## src/assert_macros.svh

```systemverilog
// Assertion helpers for the RTL
`ifndef ASSERT_MACROS_SVH
`define ASSERT_MACROS_SVH

`ifndef SYNTHESIS

// same-cycle implication
`define SVA_IMPLIES(label, clk, rst_n, ante, cons) \
  label: assert property (@(posedge clk) disable iff (!(rst_n)) (ante) |-> (cons)) \
    else $error("assertion failed: same-cycle implication");

// next-cycle implication
`define SVA_NEXT(label, clk, rst_n, ante, cons) \
  label: assert property (@(posedge clk) disable iff (!(rst_n)) (ante) |=> (cons)) \
    else $error("assertion failed: next-cycle implication");

`else

`define SVA_IMPLIES(label, clk, rst_n, ante, cons)
`define SVA_NEXT(label, clk, rst_n, ante, cons)

`endif

`endif

```

## src/sva_pkg.sv

```systemverilog
`default_nettype none

package sva_pkg;

  localparam int NUM_VOICES = 9;
  localparam int VIDX_W     = (NUM_VOICES > 1) ? $clog2(NUM_VOICES) : 1;
  localparam int VOICE_W    = 4;
  localparam int CHAN_W     = 4;
  localparam int SRC_W      = 4;
  localparam int MASK_W     = 9;
  localparam int MC_W       = 4;
  localparam int PADDR_W    = 3;
  localparam int PDATA_W    = 32;

  localparam logic [MC_W-1:0] MC_RESET = MC_W'(6);

  // register index taken from paddr[2]
  localparam logic REG_MELODIC_COUNT = 1'b0;

  typedef enum logic [1:0] {
    CMD_ALLOC    = 2'd0,
    CMD_NOTE_ON  = 2'd1,
    CMD_NOTE_OFF = 2'd2,
    CMD_RELEASE  = 2'd3
  } cmd_e;

  typedef enum logic {
    ST_IDLE,
    ST_EXEC
  } state_e;

  typedef struct packed {
    cmd_e               cmd;
    logic [CHAN_W-1:0]  midi_channel;
    logic [SRC_W-1:0]   source;
    logic [VOICE_W-1:0] voice_in;
  } in_item_t;

  typedef struct packed {
    logic [VOICE_W-1:0] voice;
    logic               key_off;
    logic [MASK_W-1:0]  freed_mask;
  } out_item_t;

  typedef struct packed {
    logic load;    // capture the input beat
    logic commit;  // update the voice table and load the result register
  } ctrl_cmd_t;

  typedef struct packed {
    logic out_full;
  } dp_stat_t;

  // index of the lowest set bit, zero when none is set
  function automatic logic [VIDX_W-1:0] lowest_idx(input logic [NUM_VOICES-1:0] vec);
    logic [VIDX_W-1:0] idx;
    idx = '0;
    for (int v = NUM_VOICES - 1; v >= 0; v--) begin
      if (vec[v]) begin
        idx = VIDX_W'(v);
      end
    end
    return idx;
  endfunction

endpackage

`default_nettype wire

```

## src/synth_voice_allocator.sv

```systemverilog
// Channel   Dir  Handshake              Payload
// in        in   in_valid_i/in_ready_o  in_data_i  (cmd, midi_channel, source, voice_in)
// out       out  out_valid_o/out_ready_i out_data_o (voice, key_off, freed_mask)
// cfg       in   APB psel/penable/pwrite paddr/pwdata/prdata (melodic_count at 0x0)
//
// Each beat is captured in the idle state; the execute state then scans the voice table
// with priority encoders and commits the table update and the result.
// The result register holds one beat; while it is full and not taken, the
// commit waits and in_ready_o stays low.
// Reset clears the voice table and sets melodic_count to 6.
`default_nettype none

`include "assert_macros.svh"

module synth_voice_allocator (
  input  wire logic                            clk_i,
  input  wire logic                            rst_ni,
  input  wire logic                            in_valid_i,
  output logic                                 in_ready_o,
  input  wire sva_pkg::in_item_t               in_data_i,
  output logic                                 out_valid_o,
  input  wire logic                            out_ready_i,
  output sva_pkg::out_item_t                   out_data_o,
  input  wire logic                            psel,
  input  wire logic                            penable,
  input  wire logic                            pwrite,
  input  wire logic [sva_pkg::PADDR_W-1:0]     paddr,
  input  wire logic [sva_pkg::PDATA_W-1:0]     pwdata,
  output logic [sva_pkg::PDATA_W-1:0]          prdata,
  output logic                                 pready
);

  sva_pkg::ctrl_cmd_t        cmd;
  sva_pkg::dp_stat_t         stat;
  logic                      cfg_we;
  logic [sva_pkg::MC_W-1:0]  mc;

  assign pready = 1'b1;
  assign cfg_we = psel && penable && pwrite && pready && (paddr[2] == sva_pkg::REG_MELODIC_COUNT);

  always_comb begin
    prdata = '0;
    if (paddr[2] == sva_pkg::REG_MELODIC_COUNT) begin
      prdata = sva_pkg::PDATA_W'(mc);
    end
  end

  sva_ctrl u_ctrl (
    .clk_i       (clk_i),
    .rst_ni      (rst_ni),
    .in_valid_i  (in_valid_i),
    .out_ready_i (out_ready_i),
    .stat_i      (stat),
    .in_ready_o  (in_ready_o),
    .cmd_o       (cmd)
  );

  sva_datapath u_datapath (
    .clk_i           (clk_i),
    .rst_ni          (rst_ni),
    .cmd_i           (cmd),
    .in_data_i       (in_data_i),
    .out_ready_i     (out_ready_i),
    .cfg_we_i        (cfg_we),
    .cfg_wdata_i     (pwdata[sva_pkg::MC_W-1:0]),
    .melodic_count_o (mc),
    .stat_o          (stat),
    .out_valid_o     (out_valid_o),
    .out_data_o      (out_data_o)
  );

  // one beat in flight: busy the cycle after an accept
  `SVA_NEXT(a_busy_after_accept, clk_i, rst_ni, in_valid_i && in_ready_o, !in_ready_o)

  // a new result is only loaded from the execute step
  `SVA_IMPLIES(a_result_from_exec, clk_i, rst_ni, $rose(out_valid_o), !$past(in_ready_o))

  // a release result never carries an allocate's fields
  `SVA_IMPLIES(a_release_clean, clk_i, rst_ni,
               out_valid_o && (out_data_o.freed_mask != '0),
               (out_data_o.voice == '0) && !out_data_o.key_off)

endmodule

`default_nettype wire

```

## src/sva_ctrl.sv

```systemverilog
`default_nettype none

module sva_ctrl (
  input  wire logic                 clk_i,
  input  wire logic                 rst_ni,
  input  wire logic                 in_valid_i,
  input  wire logic                 out_ready_i,
  input  wire sva_pkg::dp_stat_t    stat_i,
  output logic                      in_ready_o,
  output sva_pkg::ctrl_cmd_t        cmd_o
);

  sva_pkg::state_e state_q, state_d;
  logic            can_commit;

  // result register is free, or its beat leaves this cycle
  assign can_commit = !stat_i.out_full || out_ready_i;

  always_comb begin
    state_d = state_q;
    case (state_q)
      sva_pkg::ST_IDLE: begin
        if (in_valid_i) begin
          state_d = sva_pkg::ST_EXEC;
        end
      end
      sva_pkg::ST_EXEC: begin
        if (can_commit) begin
          state_d = sva_pkg::ST_IDLE;
        end
      end
      default: state_d = sva_pkg::ST_IDLE;
    endcase
  end

  always_comb begin
    in_ready_o    = 1'b0;
    cmd_o.load    = 1'b0;
    cmd_o.commit  = 1'b0;
    case (state_q)
      sva_pkg::ST_IDLE: begin
        in_ready_o = 1'b1;
        cmd_o.load = in_valid_i;
      end
      sva_pkg::ST_EXEC: begin
        cmd_o.commit = can_commit;
      end
      default: begin
        in_ready_o = 1'b0;
      end
    endcase
  end

  always_ff @(posedge clk_i or negedge rst_ni) begin
    if (!rst_ni) begin
      state_q <= sva_pkg::ST_IDLE;
    end else begin
      state_q <= state_d;
    end
  end

endmodule

`default_nettype wire

```

## src/sva_datapath.sv

```systemverilog
`default_nettype none

module sva_datapath (
  input  wire logic                         clk_i,
  input  wire logic                         rst_ni,
  input  wire sva_pkg::ctrl_cmd_t           cmd_i,
  input  wire sva_pkg::in_item_t            in_data_i,
  input  wire logic                         out_ready_i,
  input  wire logic                         cfg_we_i,
  input  wire logic [sva_pkg::MC_W-1:0]     cfg_wdata_i,
  output logic [sva_pkg::MC_W-1:0]          melodic_count_o,
  output sva_pkg::dp_stat_t                 stat_o,
  output logic                              out_valid_o,
  output sva_pkg::out_item_t                out_data_o
);

  localparam int NV = sva_pkg::NUM_VOICES;

  logic [sva_pkg::MC_W-1:0] mc_q;

  sva_pkg::in_item_t  item_q;
  sva_pkg::out_item_t out_q, out_d;
  logic               out_valid_q, out_valid_d;

  logic [NV-1:0]                   alloc_q, alloc_d;
  logic [NV-1:0]                   play_q, play_d;
  logic [sva_pkg::CHAN_W-1:0]      chan_q [NV];
  logic [sva_pkg::CHAN_W-1:0]      chan_d [NV];
  logic [sva_pkg::SRC_W-1:0]       src_q [NV];
  logic [sva_pkg::SRC_W-1:0]       src_d [NV];

  logic [NV-1:0]                   in_scan, match, free_v, idle_v, pick_sel;
  logic [sva_pkg::VIDX_W-1:0]      pick;

  // scan flags over voices 0..melodic_count-1 (saturates at the table size)
  always_comb begin
    for (int v = 0; v < NV; v++) begin
      in_scan[v] = (v < int'(mc_q));
      match[v]   = in_scan[v] && alloc_q[v] && !play_q[v] &&
                   (chan_q[v] == item_q.midi_channel) && (src_q[v] == item_q.source);
      free_v[v]  = in_scan[v] && !alloc_q[v];
      idle_v[v]  = in_scan[v] && !play_q[v];
    end
  end

  always_comb begin
    if (|match) begin
      pick = sva_pkg::lowest_idx(match);
    end else if (|free_v) begin
      pick = sva_pkg::lowest_idx(free_v);
    end else if (|idle_v) begin
      pick = sva_pkg::lowest_idx(idle_v);
    end else begin
      pick = '0;  // steal voice 0
    end
    for (int v = 0; v < NV; v++) begin
      pick_sel[v] = (int'(pick) == v);
    end
  end

  always_comb begin
    alloc_d = alloc_q;
    play_d  = play_q;
    chan_d  = chan_q;
    src_d   = src_q;
    out_d   = '0;
    case (item_q.cmd)
      sva_pkg::CMD_ALLOC: begin
        out_d.voice   = sva_pkg::VOICE_W'(pick);
        out_d.key_off = |(play_q & pick_sel);
        for (int v = 0; v < NV; v++) begin
          if (pick_sel[v]) begin
            play_d[v]  = 1'b0;
            alloc_d[v] = 1'b1;
            chan_d[v]  = item_q.midi_channel;
            src_d[v]   = item_q.source;
          end
        end
      end
      sva_pkg::CMD_NOTE_ON, sva_pkg::CMD_NOTE_OFF: begin
        for (int v = 0; v < NV; v++) begin
          if (int'(item_q.voice_in) == v) begin
            play_d[v] = (item_q.cmd == sva_pkg::CMD_NOTE_ON);
          end
        end
      end
      sva_pkg::CMD_RELEASE: begin
        for (int v = 0; v < NV; v++) begin
          if (match[v]) begin
            alloc_d[v] = 1'b0;
          end
        end
        // mask carries one bit per voice
        for (int b = 0; b < sva_pkg::MASK_W; b++) begin
          if (b < NV) begin
            out_d.freed_mask[b] = match[b];
          end
        end
      end
      default: out_d = '0;
    endcase
  end

  assign out_valid_d = cmd_i.commit || (out_valid_q && !out_ready_i);

  always_ff @(posedge clk_i or negedge rst_ni) begin
    if (!rst_ni) begin
      mc_q        <= sva_pkg::MC_RESET;
      out_valid_q <= 1'b0;
      alloc_q     <= '0;
      play_q      <= '0;
      for (int v = 0; v < NV; v++) begin
        chan_q[v] <= '0;
        src_q[v]  <= '0;
      end
    end else begin
      out_valid_q <= out_valid_d;
      if (cfg_we_i) begin
        mc_q <= cfg_wdata_i;
      end
      if (cmd_i.commit) begin
        alloc_q <= alloc_d;
        play_q  <= play_d;
        chan_q  <= chan_d;
        src_q   <= src_d;
      end
    end
  end

  always_ff @(posedge clk_i) begin
    if (cmd_i.load) begin
      item_q <= in_data_i;
    end
    if (cmd_i.commit) begin
      out_q <= out_d;
    end
  end

  assign melodic_count_o = mc_q;
  assign stat_o.out_full = out_valid_q;
  assign out_valid_o     = out_valid_q;
  assign out_data_o      = out_q;

endmodule

`default_nettype wire

```

## config.mk

```make
export PLATFORM = sky130hd
export DESIGN_NAME = synth_voice_allocator
export DESIGN_NICKNAME = d
export VERILOG_FILES = /design/src/sva_pkg.sv /design/src/synth_voice_allocator.sv /design/src/sva_ctrl.sv /design/src/sva_datapath.sv
export VERILOG_INCLUDE_DIRS = /design/src /design/src/src
export SDC_FILE = /design/constraint.sdc
export NUM_CORES = 1
export LEC_CHECK = 0
export ABC_AREA = 1
export BUFFER_PORTS_ARGS = -buffer_cell sky130_fd_sc_hd__buf_2
export CORE_MARGIN = 1.5
export CORE_UTILIZATION = 57
export DETAILED_ROUTE_END_ITERATION = 10
export GPL_ROUTABILITY_DRIVEN = 0
export GPL_TIMING_DRIVEN = 0
export PLACE_DENSITY = 0.76
export SYNTH_ARGS = -nofsm -noshare
export SYNTH_HDL_FRONTEND = slang
export SYNTH_SLANG_ARGS = --single-unit
```

## constraint.sdc

```tcl
create_clock -name clk_i -period 3.1 [get_ports clk_i]
set_clock_uncertainty 0.05 [all_clocks]
set_input_delay 0.465 -clock clk_i [delete_from_list [all_inputs] [get_ports clk_i]]
set_output_delay 0.465 -clock clk_i [all_outputs]
set_load 0.005 [all_outputs]
```

==> metrics.cfg <==
[power_and_ir_drop]
p_per_area_nw_per_um2 = 852.5
ir_drop_mv = 0.6014
p_total_uw = 7875
power_leakage_uw = 0.004452

[global_route]
grt_pass1_wl_mm = 34.66
grt-ovfl-total = 0
grt_start_max_net_pins = 70
antenna_found_initial = 0
grt_pass1_vias = 6759
groute.usage.overall = 0.3158

[finish]
drive_above_1_share = 0.2010
n_antenna_cell = 0
multiInputGateArea_um2 = 3955
layout.nets = 1205
n_fill_cell = 1152
regArea_um2 = 3246
syn_to_final_growth_pct = 15.25

[critical_path]
cp_data_required_time_ps = 3360
worst_setup_path_end_kind = register
cp.arrival_ps = 3200
path_max_fanout = 10
cp-start-kind = register
worst-setup-path-type = register to register

[timing]
maxSlewHeadroom = 0.4656
post-route-period-util = 0.9497
tns_ps = 0
max_clock_freq_ghz = 0.3397
setup_violations = 0
finalHoldViolations = 0
rsz0062_at_grt = false
hold-worst-slack_ps = 152.7
min_period_ps = 2944
worstMarginPinSlew_ps = 800.8
report.final.slew_viol_count = 0

[routing]
routed_wl_mm = 21.91
topRoutingLayerUsed = met4
routedWlPerCell_um = 16.36
drc_errors = 0
wl_met1_mm = 9.193
first_iter_violations = 606
ant_nets = 0
firstDrtPassIters = 7
num_vias = 7306
via_per_inst = 5.456
met3_length_mm = 1.876
wl_met2_mm = 9.741

[placed_design]
io_buffers = 45
hpwl_mm = 15.83

[hold_path]
hp-class = primary input to register

[synth]
yosys_warnings = 0
yosysTopAreaCell = dfrtp_1
synth_seq_area_share = 0.4049
synth_area_leaders = dfrtp_1, nand2_1, edfxtp_1, nor2_1, inv_1
syn_avg_cell_area_um2 = 7.619
syn_inst = 1052
synth_edf_count = 28
yosysUniqueCellTypes = 50
synth_flop_cell = dfrtp_1
postSynth.asyncResetShare = 0.7742
syn-cell-area_um2 = 8015
yosysTopAreaCellShare = 0.2935
synth-seq-cells = 124

[clocking]
clock-sinks = 124
root_buffer = clkbuf_16
clkTransAtPathRegs_ps = 60
cts_tree = done
cts_made_buffers = 17
worst_skew_pair.late_latency_ps = 430
cts_buffer_depth = 2
htreeDepth = 4

[die]
row_count = 43
die_w_um = 121.6
start_util = 0.5797
coreArea_um2 = 13830
die_h_um = 121.6
io_pins = 105
die-area_um2 = 14780

[run_status]
status = finished clean

[run]
cap_violations = 0

[worst paths after layout]
kind / start / end / slack [ps] / depth (start not counted)
max: u_datapath.item_q[10]$_DFFE_PP_ / u_datapath.src_q[2]$_DFFE_PN0P_ / 160 / 12
min: in_data_i[9] / u_datapath.item_q[9]$_DFFE_PP_ / 150 / 1
max reg2reg: u_datapath.item_q[10]$_DFFE_PP_ / u_datapath.src_q[2]$_DFFE_PN0P_ / 160 / 12
min reg2reg: u_datapath.src_q[33]$_DFFE_PN0P_ / u_datapath.src_q[33]$_DFFE_PN0P_ / 430 / 2
max in group asynchronous: rst_ni / u_datapath.alloc_q[2]$_DFFE_PN0P_ / 1860 / 3
min in group asynchronous: rst_ni / u_datapath.chan_q[3]$_DFFE_PN0P_ / 460 / 2
[metal layers]
layer	GRT usage	vias up
li1	-	3531
met1	0.4138	3355
met2	0.4876	334
met3	0.07210	86
met4	0.1713	0
met5	0	-
[through the flow]
stage / worst slack, ps / area (um2) / utilization / cells
after global routing: 26.17 / 9238 / 0.6681 / 1339
after floorplan: 768.1 / 8117 / - / 1079
after detailed placement: 137.3 / 8597 / 0.6218 / 1305
final: 156.0 / 9238 / 0.6681 / 1339
after global placement: 141.3 / 8567 / 0.6196 / 1304
after CTS: 102.3 / 9206 / 0.6658 / 1338
[cell usage after synthesis (3+ instances only)]
| cell | count |
|---|---|
| nand3_2 | 6 |
| or2_2 | 3 |
| buf_2 | 4 |
| nand3_4 | 8 |
| clkbuf_1 | 3 |
| o21ai_2 | 31 |
| nand3_1 | 57 |
| inv_1 | 98 |
| nand2_2 | 10 |
| o22ai_1 | 3 |
| buf_4 | 37 |
| o21bai_1 | 3 |
| dfrtp_1 | 94 |
| o21ai_0 | 26 |
| nor3_1 | 17 |
| o21ai_1 | 53 |
| a21oi_1 | 14 |
| nand2_1 | 319 |
| nor2_4 | 7 |
| edfxtp_1 | 28 |
| nand2_4 | 4 |
| buf_6 | 14 |
| nand4_1 | 21 |
| and2_1 | 7 |
| xnor2_1 | 11 |
| nor2_8 | 5 |
| ha_1 | 3 |
| inv_2 | 16 |
| nand3b_1 | 6 |
| or2_1 | 7 |
| nor2_1 | 113 |
[where the power goes]
group          switching, uW  internal [uW]
Clock                    762           1270
Sequential               390           2210
Combinational           2110           1130
[logic make-up (layout without fill, tap and decap cells)]
logic type,count (synthesis),in the layout,synth area share
AND/OR/NAND/NOR,597,597,0.3520
buffers and inverters,174,254,0.1146
AO/OA/AOI/OAI,139,139,0.1086
flip-flops,124,124,0.4049
XOR/XNOR,13,13,0.01421
adder cells (fa/ha/maj),3,3,0.004684
other,2,29,0.0009370
[cell usage in the layout, fill, tap and decap left out, types with 29 or more instances in the layout]
cell type and count:
dfrtp_1 94, nand3_1 57, o21ai_1 53, buf_2 47, nand2_1 319, buf_4 39, conb_1 29, inv_1 97
nor2_1 112, o21ai_2 31
[what timing repair did]
item,CTS,global route
endpoints found under the hold margin,25,0
hold buffers,1,0
buffers inserted,0,1
gates resized for setup,0,4
endpoints found under the setup margin,0,55
[worst max-delay path, stage by stage (launching register included)]
cell and delay (ps):
edfxtp_1 400, inv_2 220, buf_4 270, o21ai_0 100
nor2_1 210, nand3_1 110, nor2_1 240, inv_2 140
a21oi_2 250, inv_1 210, nor2_4 250, buf_2 250
o21ai_0 110
[flip-flops by register name, indices dropped and copies added (netlist names), 4 cells and up]
register,flops
u_datapath.alloc_q,9
u_datapath.chan_q,36
u_datapath.item_q,14
u_datapath.melodic_count_o,4
u_datapath.out_data_o,14
u_datapath.play_q,9
u_datapath.src_q,36
[cell type report]
type | count | share of cell area
buffer | 59 | 0.05296
clock buffer | 19 | 0.04686
clock inverter | 13 | 0.01801
inverter | 115 | 0.04741
multi-input combinational | 781 | 0.4281
sequential | 124 | 0.3513
tap | 180 | 0.02438
timing repair buffer | 48 | 0.03088
Note: power is estimated with default switching activity, not from simulation.
